File: config.mk
export PLATFORM = sky130hd
export DESIGN_NAME = modem_response_parser_flat
export DESIGN_NICKNAME = d
export VERILOG_FILES = /design/src/rtl/core/mrp_pkg.sv /design/src/rtl/core/mrp_if.sv /design/src/rtl/core/mrp_char_class.sv /design/src/rtl/core/mrp_parser.sv /design/src/rtl/core/modem_response_parser.sv /design/src/flat_wrapper.sv
export SDC_FILE = /design/constraint.sdc
export NUM_CORES = 1
export LEC_CHECK = 0
export ABC_AREA = 1
export ABC_CLOCK_PERIOD_IN_PS = 5480
export BUFFER_PORTS_ARGS = -buffer_cell sky130_fd_sc_hd__buf_4
export CAP_MARGIN = 0
export CORE_UTILIZATION = 55
export CTS_BUF_LIST = sky130_fd_sc_hd__clkbuf_8
export CTS_CLUSTER_DIAMETER = 60
export DETAILED_ROUTE_END_ITERATION = 10
export PLACE_DENSITY = 0.73
export SLEW_MARGIN = 5
export SYNTH_ARGS = -nofsm -noshare
export SYNTH_HDL_FRONTEND = slang
export SYNTH_HIERARCHICAL = 1
export SYNTH_SLANG_ARGS = --single-unit
File: constraint.sdc
create_clock -name clk -period 5.48 [get_ports clk]
set_clock_uncertainty 0.1 [all_clocks]
set_input_delay 0.548 -clock clk [delete_from_list [all_inputs] [get_ports clk]]
set_output_delay 0.548 -clock clk [all_outputs]
set_load 0.1 [all_outputs]
File: src/rtl/core/mrp_pkg.sv
// ----------------------------------------------------------------------------
// mrp_pkg
// types, character codes and result codes shared by the modem response parser
// ----------------------------------------------------------------------------
`default_nettype none

package mrp_pkg;

  // largest payload the design supports, independent of the register
  localparam int unsigned PAYLOAD_LIMIT = 4096;
  localparam logic [12:0] LIMIT_CAP =
    (PAYLOAD_LIMIT > 8191) ? 13'd8191 : 13'(PAYLOAD_LIMIT);
  localparam logic [12:0] MAX_PAYLOAD_RESET = 13'd1024;

  // result codes
  localparam logic [2:0] KIND_BYTE    = 3'd0;
  localparam logic [2:0] KIND_FRAME   = 3'd1;
  localparam logic [2:0] KIND_MERR    = 3'd2;
  localparam logic [2:0] KIND_ACK     = 3'd3;
  localparam logic [2:0] KIND_TXDONE  = 3'd4;
  localparam logic [2:0] KIND_PERR    = 3'd5;
  localparam logic [2:0] KIND_ACCEPT  = 3'd6;
  localparam logic [2:0] KIND_REFUSE  = 3'd7;

  // ascii characters of the response grammar
  localparam logic [7:0] CH_DOLLAR = 8'h24;
  localparam logic [7:0] CH_COMMA  = 8'h2C;
  localparam logic [7:0] CH_CR     = 8'h0D;
  localparam logic [7:0] CH_LF     = 8'h0A;
  localparam logic [7:0] CH_ZERO   = 8'h30;
  localparam logic [7:0] CH_NINE   = 8'h39;
  localparam logic [7:0] CH_A      = 8'h41;
  localparam logic [7:0] CH_C      = 8'h43;
  localparam logic [7:0] CH_D      = 8'h44;
  localparam logic [7:0] CH_E      = 8'h45;
  localparam logic [7:0] CH_F      = 8'h46;
  localparam logic [7:0] CH_H      = 8'h48;
  localparam logic [7:0] CH_K      = 8'h4B;
  localparam logic [7:0] CH_M      = 8'h4D;
  localparam logic [7:0] CH_N      = 8'h4E;
  localparam logic [7:0] CH_O      = 8'h4F;
  localparam logic [7:0] CH_R      = 8'h52;
  localparam logic [7:0] CH_T      = 8'h54;
  localparam logic [7:0] CH_W      = 8'h57;
  localparam logic [7:0] CH_X      = 8'h58;
  localparam logic [7:0] CH_Y      = 8'h59;
  localparam logic [7:0] CH_Z      = 8'h5A;
  localparam logic [7:0] CH_LA     = 8'h61;
  localparam logic [7:0] CH_LZ     = 8'h7A;
  // 'A' - 10, so that c - HEX_BIAS gives the nibble of A..F
  localparam logic [7:0] HEX_BIAS  = 8'h37;

  typedef struct packed {
    logic       digit;
    logic       alpha;
    logic       cmd;
    logic       hex;
    logic [3:0] nibble;
  } char_class_t;

  typedef struct packed {
    logic [2:0]  kind;
    logic [7:0]  data;
    logic [12:0] payload_len;
    logic        tx_ready;
  } result_t;

endpackage

`default_nettype wire

File: src/rtl/core/mrp_if.sv
// ----------------------------------------------------------------------------
// mrp_feed_if / mrp_report_if
// valid/ready channels into and out of the modem response parser
// ----------------------------------------------------------------------------
`default_nettype none

interface mrp_feed_if;
  logic       valid;
  logic       ready;
  logic       mode;
  logic [7:0] rx_byte;

  modport source (output valid, output mode, output rx_byte, input ready);
  modport sink   (input valid, input mode, input rx_byte, output ready);
endinterface

interface mrp_report_if;
  logic        valid;
  logic        ready;
  logic [2:0]  kind;
  logic [7:0]  data;
  logic [12:0] payload_len;
  logic        tx_ready;

  modport source (output valid, output kind, output data, output payload_len,
                  output tx_ready, input ready);
  modport sink   (input valid, input kind, input data, input payload_len,
                  input tx_ready, output ready);
endinterface

`default_nettype wire

File: src/rtl/core/mrp_char_class.sv
// ----------------------------------------------------------------------------
// mrp_char_class
// classifies one received character for the grammar checks
// ----------------------------------------------------------------------------
`default_nettype none

module mrp_char_class (
  input  wire logic [7:0]          c,
  output mrp_pkg::char_class_t     cls
);
  import mrp_pkg::*;

  logic digit;
  logic upper;
  logic lower;
  logic [7:0] hex_diff;

  assign digit = (c >= CH_ZERO) && (c <= CH_NINE);
  assign upper = (c >= CH_A) && (c <= CH_Z);
  assign lower = (c >= CH_LA) && (c <= CH_LZ);
  assign hex_diff = (c >= CH_A) ? (c - HEX_BIAS) : (c - CH_ZERO);

  always_comb begin
    cls.digit  = digit;
    cls.alpha  = upper || lower;
    cls.cmd    = (c == CH_H) || (c == CH_T) || (c == CH_X) || (c == CH_D) ||
                 (c == CH_A) || (c == CH_C) || (c == CH_W) || (c == CH_R);
    cls.hex    = digit || ((c >= CH_A) && (c <= CH_F));
    cls.nibble = hex_diff[3:0];
  end

endmodule

`default_nettype wire

File: src/rtl/core/mrp_parser.sv
// ----------------------------------------------------------------------------
// mrp_parser
// response grammar state machine, hex decoder and transmit handshake
// ----------------------------------------------------------------------------
`default_nettype none

module mrp_parser (
  input  wire logic                 clk,
  input  wire logic                 rst,
  input  wire logic                 step,
  input  wire logic                 mode,
  input  wire logic [7:0]           c,
  input  wire mrp_pkg::char_class_t cls,
  input  wire logic [12:0]          limit,
  output logic                      res_valid,
  output mrp_pkg::result_t          res
);
  import mrp_pkg::*;

  typedef enum logic [36:0] {
    PS_IDLE     = 37'd1 << 0,  PS_DOLLAR   = 37'd1 << 1,  PS_M        = 37'd1 << 2,
    PS_MM       = 37'd1 << 3,  PS_E        = 37'd1 << 4,  PS_ER       = 37'd1 << 5,
    PS_ERR      = 37'd1 << 6,  PS_ERR_C1   = 37'd1 << 7,  PS_ERR_CMD  = 37'd1 << 8,
    PS_ERR_C2   = 37'd1 << 9,  PS_ERR_CODE = 37'd1 << 10, PS_ERR_CR   = 37'd1 << 11,
    PS_O        = 37'd1 << 12, PS_OK       = 37'd1 << 13, PS_OKY      = 37'd1 << 14,
    PS_OKY_C1   = 37'd1 << 15, PS_OKY_CMD  = 37'd1 << 16, PS_OKY_ARGS = 37'd1 << 17,
    PS_OKY_CR   = 37'd1 << 18, PS_R        = 37'd1 << 19, PS_RX       = 37'd1 << 20,
    PS_RXD      = 37'd1 << 21, PS_RXD_C1   = 37'd1 << 22, PS_RXD_SRC  = 37'd1 << 23,
    PS_RXD_C2   = 37'd1 << 24, PS_RXD_DST  = 37'd1 << 25, PS_RXD_C3   = 37'd1 << 26,
    PS_RXD_DATA = 37'd1 << 27, PS_RXD_CR   = 37'd1 << 28, PS_T        = 37'd1 << 29,
    PS_TD       = 37'd1 << 30, PS_TDN      = 37'd1 << 31, PS_TDN_C1   = 37'd1 << 32,
    PS_TDN_RES  = 37'd1 << 33, PS_TDN_C2   = 37'd1 << 34, PS_TDN_PN   = 37'd1 << 35,
    PS_TDN_CR   = 37'd1 << 36
  } parse_state_t;

  typedef enum logic [2:0] {
    HS_READY    = 3'b001,
    HS_WAIT_OKY = 3'b010,
    HS_WAIT_TDN = 3'b100
  } hs_state_t;

  parse_state_t parse_state, parse_state_next;
  hs_state_t    hs_state, hs_state_next;
  logic [3:0]   high_nibble, high_nibble_next;
  logic         nibble_phase, nibble_phase_next;
  logic [12:0]  payload_count, payload_count_next;

  logic        bad;
  logic        emit;
  logic [2:0]  kind;
  logic [7:0]  data;
  logic [12:0] len;

  always_comb begin
    parse_state_next   = parse_state;
    hs_state_next      = hs_state;
    high_nibble_next   = high_nibble;
    nibble_phase_next  = nibble_phase;
    payload_count_next = payload_count;
    bad  = 1'b0;
    emit = 1'b0;
    kind = KIND_BYTE;
    data = 8'd0;
    len  = 13'd0;

    if (mode) begin
      // transmit request leaves the parser alone
      emit = 1'b1;
      if (hs_state == HS_READY) begin
        hs_state_next = HS_WAIT_OKY;
        kind          = KIND_ACCEPT;
      end else begin
        kind = KIND_REFUSE;
      end
    end else begin
      case (parse_state)
        PS_IDLE:   if (c == CH_DOLLAR) parse_state_next = PS_DOLLAR; else bad = 1'b1;
        PS_DOLLAR: if (c == CH_M) parse_state_next = PS_M; else bad = 1'b1;
        PS_M:      if (c == CH_M) parse_state_next = PS_MM; else bad = 1'b1;
        PS_MM: begin
          if (c == CH_E)      parse_state_next = PS_E;
          else if (c == CH_O) parse_state_next = PS_O;
          else if (c == CH_R) parse_state_next = PS_R;
          else if (c == CH_T) parse_state_next = PS_T;
          else                bad = 1'b1;
        end
        // error line
        PS_E:      if (c == CH_R) parse_state_next = PS_ER; else bad = 1'b1;
        PS_ER:     if (c == CH_R) parse_state_next = PS_ERR; else bad = 1'b1;
        PS_ERR:    if (c == CH_COMMA) parse_state_next = PS_ERR_C1; else bad = 1'b1;
        PS_ERR_C1: if (cls.cmd) parse_state_next = PS_ERR_CMD; else bad = 1'b1;
        PS_ERR_CMD: begin
          if (cls.cmd)             parse_state_next = PS_ERR_CMD;
          else if (c == CH_COMMA)  parse_state_next = PS_ERR_C2;
          else                     bad = 1'b1;
        end
        PS_ERR_C2: if (cls.digit) parse_state_next = PS_ERR_CODE; else bad = 1'b1;
        PS_ERR_CODE: begin
          if (cls.digit)        parse_state_next = PS_ERR_CODE;
          else if (c == CH_CR)  parse_state_next = PS_ERR_CR;
          else                  bad = 1'b1;
        end
        PS_ERR_CR: begin
          if (c == CH_LF) begin
            parse_state_next = PS_IDLE;
            emit = 1'b1;
            kind = KIND_MERR;
          end else begin
            bad = 1'b1;
          end
        end
        // ack line
        PS_O:      if (c == CH_K) parse_state_next = PS_OK; else bad = 1'b1;
        PS_OK:     if (c == CH_Y) parse_state_next = PS_OKY; else bad = 1'b1;
        PS_OKY:    if (c == CH_COMMA) parse_state_next = PS_OKY_C1; else bad = 1'b1;
        PS_OKY_C1: if (cls.cmd) parse_state_next = PS_OKY_CMD; else bad = 1'b1;
        PS_OKY_CMD: begin
          if (cls.cmd)            parse_state_next = PS_OKY_CMD;
          else if (c == CH_COMMA) parse_state_next = PS_OKY_ARGS;
          else if (c == CH_CR)    parse_state_next = PS_OKY_CR;
          else                    bad = 1'b1;
        end
        PS_OKY_ARGS: begin
          if (cls.digit || cls.alpha || (c == CH_COMMA)) parse_state_next = PS_OKY_ARGS;
          else if (c == CH_CR)                           parse_state_next = PS_OKY_CR;
          else                                           bad = 1'b1;
        end
        PS_OKY_CR: begin
          if (c == CH_LF) begin
            parse_state_next = PS_IDLE;
            hs_state_next    = HS_WAIT_TDN;
            emit = 1'b1;
            kind = KIND_ACK;
          end else begin
            bad = 1'b1;
          end
        end
        // received data line
        PS_R:      if (c == CH_X) parse_state_next = PS_RX; else bad = 1'b1;
        PS_RX:     if (c == CH_D) parse_state_next = PS_RXD; else bad = 1'b1;
        PS_RXD:    if (c == CH_COMMA) parse_state_next = PS_RXD_C1; else bad = 1'b1;
        PS_RXD_C1: if (cls.digit) parse_state_next = PS_RXD_SRC; else bad = 1'b1;
        PS_RXD_SRC: begin
          if (cls.digit)          parse_state_next = PS_RXD_SRC;
          else if (c == CH_COMMA) parse_state_next = PS_RXD_C2;
          else                    bad = 1'b1;
        end
        PS_RXD_C2: if (cls.digit) parse_state_next = PS_RXD_DST; else bad = 1'b1;
        PS_RXD_DST: begin
          if (cls.digit)          parse_state_next = PS_RXD_DST;
          else if (c == CH_COMMA) parse_state_next = PS_RXD_C3;
          else                    bad = 1'b1;
        end
        PS_RXD_C3: begin
          if (cls.hex) begin
            payload_count_next = 13'd0;
            high_nibble_next   = cls.nibble;
            nibble_phase_next  = 1'b1;
            parse_state_next   = PS_RXD_DATA;
          end else begin
            bad = 1'b1;
          end
        end
        PS_RXD_DATA: begin
          if (cls.hex) begin
            if (!nibble_phase) begin
              high_nibble_next  = cls.nibble;
              nibble_phase_next = 1'b1;
            end else begin
              nibble_phase_next = 1'b0;
              if (payload_count >= limit) begin
                bad = 1'b1;
              end else begin
                emit = 1'b1;
                kind = KIND_BYTE;
                data = {high_nibble, cls.nibble};
                payload_count_next = payload_count + 13'd1;
              end
            end
          end else if (c == CH_CR) begin
            parse_state_next = PS_RXD_CR;
          end else begin
            bad = 1'b1;
          end
        end
        PS_RXD_CR: begin
          if (c == CH_LF) begin
            parse_state_next = PS_IDLE;
            emit = 1'b1;
            kind = KIND_FRAME;
            len  = payload_count;
          end else begin
            bad = 1'b1;
          end
        end
        // transmit done line
        PS_T:      if (c == CH_D) parse_state_next = PS_TD; else bad = 1'b1;
        PS_TD:     if (c == CH_N) parse_state_next = PS_TDN; else bad = 1'b1;
        PS_TDN:    if (c == CH_COMMA) parse_state_next = PS_TDN_C1; else bad = 1'b1;
        PS_TDN_C1: if (cls.digit) parse_state_next = PS_TDN_RES; else bad = 1'b1;
        PS_TDN_RES: begin
          if (cls.digit)          parse_state_next = PS_TDN_RES;
          else if (c == CH_COMMA) parse_state_next = PS_TDN_C2;
          else                    bad = 1'b1;
        end
        PS_TDN_C2: if (cls.digit) parse_state_next = PS_TDN_PN; else bad = 1'b1;
        PS_TDN_PN: begin
          if (cls.digit)        parse_state_next = PS_TDN_PN;
          else if (c == CH_CR)  parse_state_next = PS_TDN_CR;
          else                  bad = 1'b1;
        end
        PS_TDN_CR: begin
          if (c == CH_LF) begin
            parse_state_next = PS_IDLE;
            hs_state_next    = HS_READY;
            emit = 1'b1;
            kind = KIND_TXDONE;
          end else begin
            bad = 1'b1;
          end
        end
        default: bad = 1'b1;
      endcase

      if (bad) begin
        parse_state_next  = PS_IDLE;
        nibble_phase_next = 1'b0;
        emit = 1'b1;
        kind = KIND_PERR;
        data = 8'd0;
        len  = 13'd0;
      end else if (parse_state_next == PS_IDLE) begin
        nibble_phase_next = 1'b0;
      end
    end
  end

  always_ff @(posedge clk) begin
    if (rst) begin
      parse_state   <= PS_IDLE;
      hs_state      <= HS_READY;
      high_nibble   <= 4'd0;
      nibble_phase  <= 1'b0;
      payload_count <= 13'd0;
    end else if (step) begin
      parse_state   <= parse_state_next;
      hs_state      <= hs_state_next;
      high_nibble   <= high_nibble_next;
      nibble_phase  <= nibble_phase_next;
      payload_count <= payload_count_next;
    end
  end

  assign res_valid       = emit;
  assign res.kind        = kind;
  assign res.data        = data;
  assign res.payload_len = len;
  assign res.tx_ready    = (hs_state_next == HS_READY);

endmodule

`default_nettype wire

File: src/rtl/core/modem_response_parser.sv
// ----------------------------------------------------------------------------
// modem_response_parser
// byte-wise parser of the modem's serial responses with transmit handshake
// ----------------------------------------------------------------------------
// Takes one word per clock on feed: either a received ASCII character
// (mode 0) or a transmit request (mode 1). Characters are checked against the
// $MMERR / $MMOKY / $MMTDN / $MMRXD line grammar, each line closed by CR LF.
// Each hex pair of an RXD line gives a payload byte word on report, the LF of
// an RXD line gives a frame done word with the byte count, and ERR, OKY and
// TDN lines give modem error, ack and tx done words. A character the grammar
// does not allow, or a payload byte beyond the limit, gives a parse error
// word and drops back to idle. Throughput is one word per clock while report
// takes every result; a result word passes from the input register through
// the combinational next state logic of the parser into the result register.
// A result left waiting on report stalls feed once the input register holds
// the next word. Characters that only advance the grammar give no report
// word. The payload limit register (reset 1024) may only be written while
// no word is in flight.
// ----------------------------------------------------------------------------
`default_nettype none

module modem_response_parser (
  input  wire logic        clk,
  input  wire logic        rst,
  input  wire logic        cfg_wr_en,
  input  wire logic [12:0] cfg_wr_data,
  mrp_feed_if.sink         feed,
  mrp_report_if.source     report
);
  import mrp_pkg::*;

  // payload limit register and effective limit
  logic [12:0] max_payload_bytes;
  logic [12:0] limit;

  always_ff @(posedge clk) begin
    if (rst) begin
      max_payload_bytes <= MAX_PAYLOAD_RESET;
    end else if (cfg_wr_en) begin
      max_payload_bytes <= cfg_wr_data;
    end
  end

  assign limit = (max_payload_bytes > LIMIT_CAP) ? LIMIT_CAP : max_payload_bytes;

  // input register
  logic       in_valid;
  logic       in_mode;
  logic [7:0] in_byte;
  logic       advance;

  // result register
  logic    out_valid;
  result_t out_res;

  logic        res_valid;
  result_t     res;
  char_class_t cls;

  // the word in the input register moves on whenever the result register
  // is empty or being drained this cycle
  assign advance     = in_valid && (!out_valid || report.ready);
  assign feed.ready  = !in_valid || advance;

  always_ff @(posedge clk) begin
    if (rst) begin
      in_valid <= 1'b0;
    end else if (feed.ready) begin
      in_valid <= feed.valid;
    end
  end

  always_ff @(posedge clk) begin
    if (feed.valid && feed.ready) begin
      in_mode <= feed.mode;
      in_byte <= feed.rx_byte;
    end
  end

  mrp_char_class u_char_class (
    .c   (in_byte),
    .cls (cls)
  );

  mrp_parser u_parser (
    .clk       (clk),
    .rst       (rst),
    .step      (advance),
    .mode      (in_mode),
    .c         (in_byte),
    .cls       (cls),
    .limit     (limit),
    .res_valid (res_valid),
    .res       (res)
  );

  // result register: filled by a word that gives a result, emptied on take
  always_ff @(posedge clk) begin
    if (rst) begin
      out_valid <= 1'b0;
    end else if (advance && res_valid) begin
      out_valid <= 1'b1;
    end else if (report.ready) begin
      out_valid <= 1'b0;
    end
  end

  always_ff @(posedge clk) begin
    if (advance && res_valid) begin
      out_res <= res;
    end
  end

  assign report.valid       = out_valid;
  assign report.kind        = out_res.kind;
  assign report.data        = out_res.data;
  assign report.payload_len = out_res.payload_len;
  assign report.tx_ready    = out_res.tx_ready;

endmodule

`default_nettype wire

File: src/flat_wrapper.sv
// flat-port wrapper written by rule: the top's interface ports become plain ports
module modem_response_parser_flat import mrp_pkg::*;
  (clk, rst, cfg_wr_en, cfg_wr_data, feed_valid, feed_mode, feed_rx_byte, feed_ready, report_valid, report_kind, report_data, report_payload_len, report_tx_ready, report_ready);
  mrp_feed_if feed_i ();
  mrp_report_if report_i ();
  input  wire logic clk;
  input  wire logic rst;
  input  wire logic cfg_wr_en;
  input  wire logic [12:0] cfg_wr_data;
  input wire logic [$bits(feed_i.valid)-1:0] feed_valid;
  input wire logic [$bits(feed_i.mode)-1:0] feed_mode;
  input wire logic [$bits(feed_i.rx_byte)-1:0] feed_rx_byte;
  output wire logic [$bits(feed_i.ready)-1:0] feed_ready;
  output wire logic [$bits(report_i.valid)-1:0] report_valid;
  output wire logic [$bits(report_i.kind)-1:0] report_kind;
  output wire logic [$bits(report_i.data)-1:0] report_data;
  output wire logic [$bits(report_i.payload_len)-1:0] report_payload_len;
  output wire logic [$bits(report_i.tx_ready)-1:0] report_tx_ready;
  input wire logic [$bits(report_i.ready)-1:0] report_ready;
  assign feed_i.valid = feed_valid;
  assign feed_i.mode = feed_mode;
  assign feed_i.rx_byte = feed_rx_byte;
  assign feed_ready = feed_i.ready;
  assign report_valid = report_i.valid;
  assign report_kind = report_i.kind;
  assign report_data = report_i.data;
  assign report_payload_len = report_i.payload_len;
  assign report_tx_ready = report_i.tx_ready;
  assign report_i.ready = report_ready;
  modem_response_parser u_core (.clk(clk), .rst(rst), .cfg_wr_en(cfg_wr_en), .cfg_wr_data(cfg_wr_data), .feed(feed_i), .report(report_i));
endmodule
==> summary.txt <==
Status
  • Status: complete, no violations

Min path
  • Worst Hold Class: input port to flop
  • Hold EP: u_core/in_byte[1]
  • Hold Crit Depth: 1
  • Hold Path Origin: feed_rx_byte[1]

Global route
  • Number of global-route vias before repair: 7085
  • Total grt overflow: 0
  • Antenna violations before repair: 0
  • Largest net degree at the start of global routing: 48
  • First-pass GRT wire length: 35.5 mm
  • GR Util All Layers: 0.302

Power and ir drop
  • VDD IR max: 0.126 mV
  • Leak pwr: 3.81 nW
  • Total power: 1.58 mW
  • PD cells: 180 mW/mm2

Detailed routing
  • Initial DRC Count: 761
  • Post-Route WL: 22.5 mm
  • Via count: 8135
  • Vias per inst: 5.61
  • DRC Markers: 0
  • Detailed-router iteration count before antenna repair: 6
  • WL per Instance: 15.5 um
  • Routed Antenna Nets: 0

STA
  • Fmax: 251 MHz
  • Slew @ Worst Pin: 0.876 ns
  • Setup TNS: 0 ns
  • Period minus WS final: 3.98 ns
  • RSZ-0062 raised after global routing: false
  • Final Slew Violations: 0
  • Slew Limit Headroom: 0.414
  • Final Hold Viols: 0
  • Endpoints failing setup: 0
  • Hold_ws: 0.209 ns
  • Crit share post-route: 0.727

Floorplanning
  • # rows: 44
  • Core area: 0.0145 mm2
  • Die ar.: 0.0153 mm2
  • IO Count: 54
  • Die span in y: 124 um
  • Die Width: 124 um
  • Initial Util: 0.562

Critical path
  • CP top delay family: simple AND/OR/NAND/NOR gates
  • Reg-to-reg setup timing slack: 1.50 ns
  • Slowest CP cell: nand3_4
  • Buf+Inv Stages, Crit Path: 5
  • Crit path DAT: 3.98 ns
  • Worst reg2reg path depth: 21
  • Critical path type: flop to flop
  • Slowest cell delay on critical path: 0.36 ns
  • Worst EP required: 5.48 ns
  • Nature of the critical path startpoint: flop
  • Worst R2R Start: u_core/max_payload_bytes[0]
  • CP max FO: 16
  • Reg-to-Reg End: u_core/report.payload_len[0]
  • Crit end category: flop
  • CP Depth: 21
  • CP Cell Sequence: nor2_1 > nand2_1 > nor2_2 > nand2_2 > a21oi_2 > inv_1 > ha_1 > nand2_1 > nor2_1 > nand2_1 > or3_1 > nand3_1 > inv_1 > o21ai_0 > nand3_1 > nand3_4 > inv_1 > nand2_1 > inv_1 > nor3_2 > buf_4

Yosys
  • Sequential fraction of the synthesis area: 0.305
  • Top FF cell, synth: dfxtp_1
  • Top-count cell post-synth: nand2_1
  • Fraction of registers with async set/reset: 0
  • Post-synthesis cell type count: 55
  • Mapped Nets: 1278
  • Yosys Warn Count: 6
  • Top cells by count, synth: nand2_1 (273), nor2_1 (172), inv_1 (162)
  • Yosys reg bits: 107
  • Synth Cell Area: 0.00813 mm2
  • Synth area leaders: dfxtp_1 (18%), nand2_1 (13%), edfxtp_1 (13%)
  • Post-synth top area share: 0.180
  • Cells after synthesis: 1233
  • Avg Cell Area, Syn: 6.59 um2
  • Leading area contributor after synthesis: dfxtp_1
  • Post-synth EDFFs: 34

Flow run
  • Max Cap Viol: 0

Layout
  • Storage cell area: 0.00248 mm2
  • Layout cells sized above 1: 0.133
  • Layout Nets: 1306
  • Area growth, synth to finish: 7.91%
  • Non-filler cells, final: 1450
  • Multi-input gate area: 0.00477 mm2
  • Post-layout util: 0.606
  • Ant. Diodes: 0
  • Fillcell total: 1421

Clocking
  • Postcts setup bufs: 0
  • Clk buf depth: 2
  • CTS Sinks: 107
  • Clk slew on worst S/H paths: 0.11 ns
  • Worst-skew pair later-pin latency: 0.41 ns
  • TritonCTS Buffers: 9
  • Root Buffer: clkbuf_8
  • CTS tree: built
  • H-tree depth: 3
  • Hold bufs inserted after CTS: 0
  • Post-cts sizing count: 0

Placement
  • IO buf count: 53
  • Placed cell count: 1434
  • Placer Congestion: 1.01
  • Detailed placer's ending HPWL: 17.2 mm
[cell usage in the layout (no fill, tap or decap), types with 5 or more instances in the layout]
cell type | netlist | final
dfxtp_1 | 73 | 73
nand3_1 | 77 | 77
inv_2 | 11 | 11
nor3_1 | 36 | 35
xor2_1 | 5 | 5
inv_1 | 162 | 162
nor2_8 | 6 | 6
nand4_1 | 44 | 44
nor2_1 | 172 | 171
o21ai_1 | 14 | 14
edfxtp_1 | 34 | 34
o2111ai_1 | 8 | 8
buf_4 | 6 | 58
a21oi_1 | 98 | 98
o21ai_0 | 39 | 39
nor2_4 | 20 | 20
a21oi_2 | 10 | 10
nand2_1 | 273 | 273
o211ai_1 | 5 | 5
ha_1 | 18 | 18
nor2_2 | 17 | 18
nand2_2 | 13 | 13
clkbuf_8 | 0 | 9
nand2_4 | 6 | 6
nand3b_1 | 6 | 6
[metrics by stage]
| step | area [um2] | setup WS (ns) |
|---|---|---|
| 2_1_floorplan | 8130 | 0.759 |
| 3_3_place_gp | 8570 | 1.69 |
| 3_5_place_dp | 8570 | 1.56 |
| 4_1_cts | 8770 | 1.54 |
| 5_1_grt | 8770 | 1.19 |
| 6_report | 8770 | 1.50 |
[report_power, final]
group          switching (mW)  internal [mW]  total, mW
clock network           0.320          0.182      0.502
registers              0.0175          0.836      0.854
logic                   0.163         0.0642      0.227
total                   0.501           1.08       1.58
[worst max-delay path by stage]
| stage | start | slack (ns) | endpoint |
|---|---|---|---|
| after global routing | u_core/max_payload_bytes[0] | 1.19 | u_core/report.payload_len[1] |
| after detailed placement | u_core/max_payload_bytes[10] | 1.56 | u_core/report.payload_len[1] |
| after floorplan | u_core/max_payload_bytes[10] | 0.76 | u_core/report.data[0] |
| after global placement | u_core/max_payload_bytes[10] | 1.69 | u_core/report.kind[1] |
| after CTS | u_core/max_payload_bytes[10] | 1.54 | u_core/report.payload_len[1] |
| final | u_core/max_payload_bytes[0] | 1.50 | u_core/report.payload_len[0] |
[final cells by class]
| class | count | area share |
|---|---|---|
| multi-input combinational | 911 | 0.543 |
| tap | 184 | 0.0262 |
| inverter | 174 | 0.0744 |
| timing repair buffer | 58 | 0.0496 |
| clock buffer | 9 | 0.0141 |
| clock inverter | 7 | 0.00913 |
| sequential | 107 | 0.283 |
[state kept, by name, indices dropped and copies added (netlist names)]
register	cells
u_core/u_parser/payload_count	13
u_core/u_parser/parse_state	37
u_core/report.data	8
u_core/in_valid	1
u_core/report.kind	3
u_core/in_mode	1
u_core/u_parser/nibble_phase	1
u_core/in_byte	8
u_core/report.valid	1
u_core/report.tx_ready	1
u_core/u_parser/hs_state	3
u_core/u_parser/high_nibble	4
u_core/report.payload_len	13
u_core/max_payload_bytes	13
[cells by family (layout without fill, tap and decap cells)]
group	count (synthesis)	count (layout)	share of synthesized area
AND/OR/NAND/NOR	689	689	0.411
buffers and inverters	215	248	0.109
AO/OA/AOI/OAI	197	197	0.139
flip-flops	107	107	0.305
adder cells (fa/ha/maj)	18	18	0.0277
XOR/XNOR	6	6	0.00646
multiplexers	1	1	0.00138
[per-layer routing]
| metal | routed length (um) | up-vias | global-route usage | share of wire |
|---|---|---|---|---|
| met4 | 494 | 0 | 0.108 | 0.022 |
| met2 | 9940 | 309 | 0.474 | 0.44 |
| li1 | - | 4110 | - | - |
| met5 | 0 | - | 0 | 0 |
| met3 | 1700 | 39 | 0.0467 | 0.075 |
| met1 | 10400 | 3677 | 0.420 | 0.46 |
[worst reg2reg max path: cells and delay by family, from the launching register on]
family	cells	cell delay, ns
DFF	1	0.33
and+or+nand+nor	13	2.02
buffers and inverters	5	0.58
AOI/OAI and AO/OA	2	0.32
adders and majority gates	1	0.32
Note: power is estimated with default switching activity, not from simulation.
